===== config.mk =====
export PLATFORM = sky130hd
export DESIGN_NAME = qrs_sqrt_cell
export DESIGN_NICKNAME = d
export VERILOG_FILES = /design/src/rtl/qrs_pkg.sv /design/src/rtl/qrs_sqrt_cell.sv
export SDC_FILE = /design/constraint.sdc
export NUM_CORES = 1
export LEC_CHECK = 0
export BUFFER_PORTS_ARGS = -buffer_cell sky130_fd_sc_hd__buf_2
export CAP_MARGIN = 20
export CORE_MARGIN = 2
export CORE_UTILIZATION = 43
export CTS_BUF_LIST = sky130_fd_sc_hd__clkbuf_2 sky130_fd_sc_hd__clkbuf_4 sky130_fd_sc_hd__clkbuf_8
export DETAILED_ROUTE_END_ITERATION = 12
export GPL_TIMING_DRIVEN = 0
export PLACE_DENSITY = 0.82
export SLEW_MARGIN = 20
export SYNTH_ARGS = -nofsm -noshare
export SYNTH_HDL_FRONTEND = slang
export SYNTH_SLANG_ARGS = --single-unit

===== constraint.sdc =====
create_clock -name clk -period 2.43 [get_ports clk]
set_input_delay 0.1215 -clock clk [delete_from_list [all_inputs] [get_ports clk]]
set_output_delay 0.1215 -clock clk [all_outputs]
set_load 0.01 [all_outputs]

===== src/rtl/qrs_pkg.sv =====
// Package for the quadratic root solver: widths, result status codes and
// the beat types that travel down the square-root and divider cell rows.
// No dependencies.
package qrs_pkg;

  localparam int COEF_W    = 16;
  localparam int FRAC_BITS = 16;
  localparam int ROOT_W    = 34;

  localparam int PROD_W = 2 * COEF_W;       // b*b and a*c
  localparam int DISC_W = PROD_W + 3;       // signed b*b - 4ac
  localparam int D_W    = PROD_W + 2;       // positive discriminant bits
  localparam int SQ_W   = D_W / 2;          // integer square root
  localparam int SQR_W  = SQ_W + 4;         // square-root remainder
  localparam int DEN_W  = COEF_W + 1;       // |2a|
  localparam int T_W    = SQ_W + 2;         // signed -b +/- s
  localparam int NUM_W  = T_W - 1 + FRAC_BITS;  // numerator magnitude
  localparam int DR_W   = DEN_W + 1;        // divider remainder

  typedef enum logic [1:0] {
    ST_TWO     = 2'd0,
    ST_DOUBLE  = 2'd1,
    ST_IMAG    = 2'd2,
    ST_INVALID = 2'd3
  } status_t;

  typedef struct packed {
    status_t                  status;
    logic signed [COEF_W:0]   neg_b;
    logic [DEN_W-1:0]         den_mag;
    logic                     den_neg;
  } side_t;

  typedef struct packed {
    side_t             side;
    logic [SQR_W-1:0]  rem;
    logic [SQ_W-1:0]   root;
    logic [D_W-1:0]    dsh;
  } sq_t;

  // Both roots share one divisor, so one divider cell carries two lanes.
  typedef struct packed {
    status_t                 status;
    logic [DEN_W-1:0]        den_mag;
    logic [1:0]              neg;
    logic [1:0][DR_W-1:0]    rem;
    logic [1:0][NUM_W-1:0]   n;
    logic [1:0][NUM_W-1:0]   q;
  } dv_t;

endpackage


===== src/rtl/qrs_sqrt_cell.sv =====
// One cell of the square-root row: resolves one root bit per cycle, while its
// enable is high, from two discriminant bits. Depends on qrs_pkg.
module qrs_sqrt_cell
  import qrs_pkg::*;
(
  input  logic clk,
  input  logic en,
  input  sq_t  d_in,
  output sq_t  d_out_r
);

  logic [SQR_W-1:0] rem_sh;
  logic [SQR_W-1:0] trial;
  sq_t              d_nxt;

  always_comb begin
    rem_sh = {d_in.rem[SQR_W-3:0], d_in.dsh[D_W-1 -: 2]};
    trial  = SQR_W'({d_in.root, 2'b01});
    d_nxt      = d_in;
    d_nxt.dsh  = {d_in.dsh[D_W-3:0], 2'b00};
    if (rem_sh >= trial) begin
      d_nxt.rem  = rem_sh - trial;
      d_nxt.root = {d_in.root[SQ_W-2:0], 1'b1};
    end else begin
      d_nxt.rem  = rem_sh;
      d_nxt.root = {d_in.root[SQ_W-2:0], 1'b0};
    end
  end

  always_ff @(posedge clk) begin
    if (en) begin
      d_out_r <= d_nxt;
    end
  end

endmodule


Word level (Yosys, flattened, before mapping)
Index checks and enable logic that the tools add are counted.
{"block": "classes", "n_addsub": 1, "n_mux": 1, "order_cmp": 1}
{"cell": "38-bit two-way mux", "n": 1}
{"cell": "21-bit by 19-bit greater-or-equal comparator with 1-bit output", "n": 1}
{"cell": "21-bit by 19-bit subtractor with 21-bit output", "n": 1}
{"block": "word_totals", "in_bits": 111, "output_inout_bits": 109, "regBits": 107, "elab_cells": 10}

Longest topological paths before layout
{"block": "logic_depth", "depth_word": 2, "mapped_depth": 11, "ltp_nobuf": 9}

Worst setup path after synthesis
OpenSTA, ideal clock, no wires.
{"block": "synth_timing", "path_type": "input-to-reg", "start": "in d_in[47] (netlist name)", "end": "reg d_out_r[69] (netlist name) (data pin)", "path_buffers": 3, "arrival_time_ns": 2.133, "path_slack_ns": 0.039, "setup_ns": 0.258, "required_time_ns": 2.172, "cell_stages": 11, "cell_sequence": "inv_1 ha_1 clkbuf_1 nand2_2 or3_1 or4_1 o211a_2 inv_2 buf_4 buf_4 a21oi_1"}
{"element": "start: declaration", "line": "qrs_sqrt_cell.sv:8", "source": "input sq_t d_in,"}
{"element": "end signal: assignment", "line": "qrs_sqrt_cell.sv:32", "source": "d_out_r <= d_nxt;"}
{"element": "end: declaration", "line": "qrs_sqrt_cell.sv:9", "source": "output sq_t d_out_r"}

==> flow_summary.yaml <==
placement:
  pre_cts_slack_ns: -0.443
  place_hpwl_microns: 8920
  routability_congestion: 0.871
  place.port_buffers: 215
  dp.cells: 665
  post_place_cell_area_sq_um: 5820
power:
  power.static_leakage_nw: 2.97
  power_density_nw_per_um2: 604
  largest_voltage_drop_on_the_vdd_net_v: 0.000280
  fin_total_pwr_mw: 4.16
flow_run:
  cap_violations: 0
layout:
  post_route_cells_drive_above_1_share: 0.402
  reg.largest.list: "d_out_r (107)"
  final_area_sq_um: 6880
  registers.top_by_ff_count: "d_out_r"
  final_cells: 764
  fillers: 735
  largest_register_ff_count: 107
  fin_nets: 753
  flow.area_growth_from_synthesis_pct: 51.7
grt:
  first_global_vias: 3813
  grt_antenna_before_repair: 1
  track_usage: 0.248
  grt.overflow.total: 0
  grt_max_degree: 65
  grt_pass1_wl_microns: 20900
cts:
  clk_pin_slew_worst_paths_ns: 0.10
  tritoncts_buffers: 9
  ctsHtreeMaxLevel: 3
  tritoncts_clock_tree: "built"
  ctsRootBufferMaster: "sky130_fd_sc_hd__clkbuf_8"
  cts.sink_count: 107
  clock_tree.buffer_depth: 2
  post_cts_buffers: 0
routing:
  ant_nets: 0
  detail_route.iter0.violations: 291
  detail_route.first_pass.iterations: 4
  average_vias_per_placed_instance: 4.95
  routed_wl_microns: 14100
  routedWlPerCell_microns: 18.4
  dr_total_vias: 3782
  drcViolationCount: 0
synth:
  synth-warning-count: 0
  post_synth_inst_count: 312
  sequential_cell_area_fraction_in_the_yosys_report: 0.708
  postSynthAreaPerCell_sq_um: 14.5
  yosys_register_bits: 107
  yosys.cell_types.count: 42
  synth_area_sq_um: 4540
run_status:
  run_status: "complete, no violations"
timing:
  fin_worst_hold_slack_ns: 0.0778
  final_hold_viol_count: 0
  maxSlewViolCount: 0
  slew_worst_pin_ns: 0.626
  post-route-min-period_ns: 2.35
  final_critical_path_setup_slack_ns: 0.0794
  slew_headroom: 0.578
  max_freq_ghz: 0.425
  setup_viol: 0
  final_min_period_over_clock_period: 0.967
floorplan:
  die_h_microns: 107
  placeableCoreArea_sq_um: 10300
  dieArea_sq_um: 11400
  die_x_microns: 107
  floorplan.initialDensity: 0.442
  placementRows: 37
  num_io_pins: 220
setup_path:
  critPathArrivalTime_ns: 2.46
  startpoint_type: "input port"
  timing.critical_path.buf_inv: 2
  worstSetupPathType: "in -> reg"
  crit_family: "simple AND/OR/NAND/NOR gates"
  cp_data_required_time_ns: 2.54
  timing.critical_path.slowest_cell_delay_ns: 0.52
  worstPathMaxFanout: 6
  timing.critical_path.cells: "buf_2, inv_1, ha_2, nand4_2, or3_1, or4_1, o211a_4, a2111oi_4, xor2_1"
  end_kind: "flip-flop"
  critPathSlowestCell: "sky130_fd_sc_hd__or4_1"
hold_path:
  worstHoldPathType: "in -> reg"
## placed cells by master, fill, tap and decap left out, types with 3 or more instances in the layout
master                          synthesis  routed
sky130_fd_sc_hd__a21o_1                 4       4
sky130_fd_sc_hd__a21oi_1               35      35
sky130_fd_sc_hd__buf_2                  1     215
sky130_fd_sc_hd__clkbuf_8               0       9
sky130_fd_sc_hd__dlygate4sd3_1          0      85
sky130_fd_sc_hd__edfxtp_1             107     107
sky130_fd_sc_hd__ha_1                  19      15
sky130_fd_sc_hd__ha_4                   0       3
sky130_fd_sc_hd__inv_1                 23      23
sky130_fd_sc_hd__mux2_2                 3       3
sky130_fd_sc_hd__nand2_1               16      16
sky130_fd_sc_hd__nand2b_1               4       4
sky130_fd_sc_hd__nor2_1                21      21
sky130_fd_sc_hd__o211ai_1               3       3
sky130_fd_sc_hd__o21ai_0               17      17
sky130_fd_sc_hd__or3_1                  4       4
sky130_fd_sc_hd__xnor2_1               12      12
sky130_fd_sc_hd__xor2_1                 6       6
## Yosys cell counts (all sizes together)
library cell	n	area share
o2111ai	1	0.0019
a221oi	1	0.0019
and4	1	0.0019
inv	24	0.020
o211ai	3	0.0050
a211o	1	0.0019
o21ai	17	0.019
ha	19	0.052
a21oi	35	0.039
nor2b	2	0.0028
or3	4	0.0055
or2	1	0.0014
nand4	2	0.0041
o311ai	1	0.0019
a2111oi	2	0.012
a31o	2	0.0039
nor4	1	0.0014
a211oi	2	0.0033
nor3	2	0.0022
mux2	3	0.0074
a21o	4	0.0066
or4	1	0.0017
clkbuf	1	0.00083
buf	5	0.0077
nor2	21	0.017
edfxtp	107	0.71
xnor2	12	0.023
o21a	1	0.0017
a31oi	1	0.0014
o221ai	1	0.0019
conb	1	0.00083
o211a	1	0.0022
nand3	2	0.0022
xor2	6	0.012
nand2	17	0.015
nand2b	4	0.0055
and2	3	0.0047
## layout make-up
cell class | instances | area [sq um] | share of cell area
well taps | 136 | 170 | 0.0247
clock inverters | 6 | 41.3 | 0.00600
diodes | 1 | 2.50 | 0.000364
plain buffers | 4 | 31.3 | 0.00454
clock buffers | 9 | 124 | 0.0180
repair buffers | 301 | 1960 | 0.285
multi-input cells | 176 | 1250 | 0.181
flip-flops and latches | 107 | 3210 | 0.467
inverters | 24 | 92.6 | 0.0134
## per-stage QoR
| stage | TNS, ns | util |
|---|---|---|
| 2_1_floorplan | 0 | - |
| 3_3_place_gp | -7.01 | 0.563 |
| 3_5_place_dp | -7.36 | 0.567 |
| 4_1_cts | 0 | 0.668 |
| 5_1_grt | -0.0269 | 0.670 |
| 6_report | 0 | 0.670 |
## cell families (layout without fill, tap and decap cells)
family | count (synthesis) | count (layout) | synth area share
AND/OR/NAND/NOR | 61 | 61 | 0.0653
adder cells (fa/ha/maj) | 19 | 19 | 0.0524
flip-flops | 107 | 107 | 0.708
XOR/XNOR | 18 | 18 | 0.0347
AO/OA/AOI/OAI | 73 | 73 | 0.103
buffers and inverters | 30 | 344 | 0.0284
other | 1 | 3 | 0.000826
multiplexers | 3 | 3 | 0.00744
## report_power, final
| part | internal, mW | total (mW) | switching (mW) | leakage, nW |
|---|---|---|---|---|
| clock network | 0.370 | 0.963 | 0.593 | 0.0795 |
| logic | 0.432 | 0.909 | 0.476 | 1.85 |
| registers | 2.24 | 2.29 | 0.0500 | 1.05 |
## repair_timing
| action | in CTS | in global routing |
|---|---|---|
| gates resized for setup | 4 | 3 |
| hold endpoints to repair | 85 | 0 |
| endpoints found under the setup margin | 9 | 11 |
| hold buffers | 85 | 0 |
## metal layers
layer  vias to the layer above  GRT usage  wire length (microns)
met4                         0      0.102                    449
met3                        29     0.0657                   1080
li1                       1778          -                      -
met2                       176      0.448                   7460
met1                      1799      0.275                   5080
met5                         -          0                      0
## path summary, 6_finish.rpt
path | from | to | slack, ns | depth (start not counted)
hold / removal | d_in[65] | d_out_r[67] | 0.08 | 2
setup / recovery | d_in[43] | d_out_r[70] | 0.08 | 9
(Power assumes the default switching activity.)
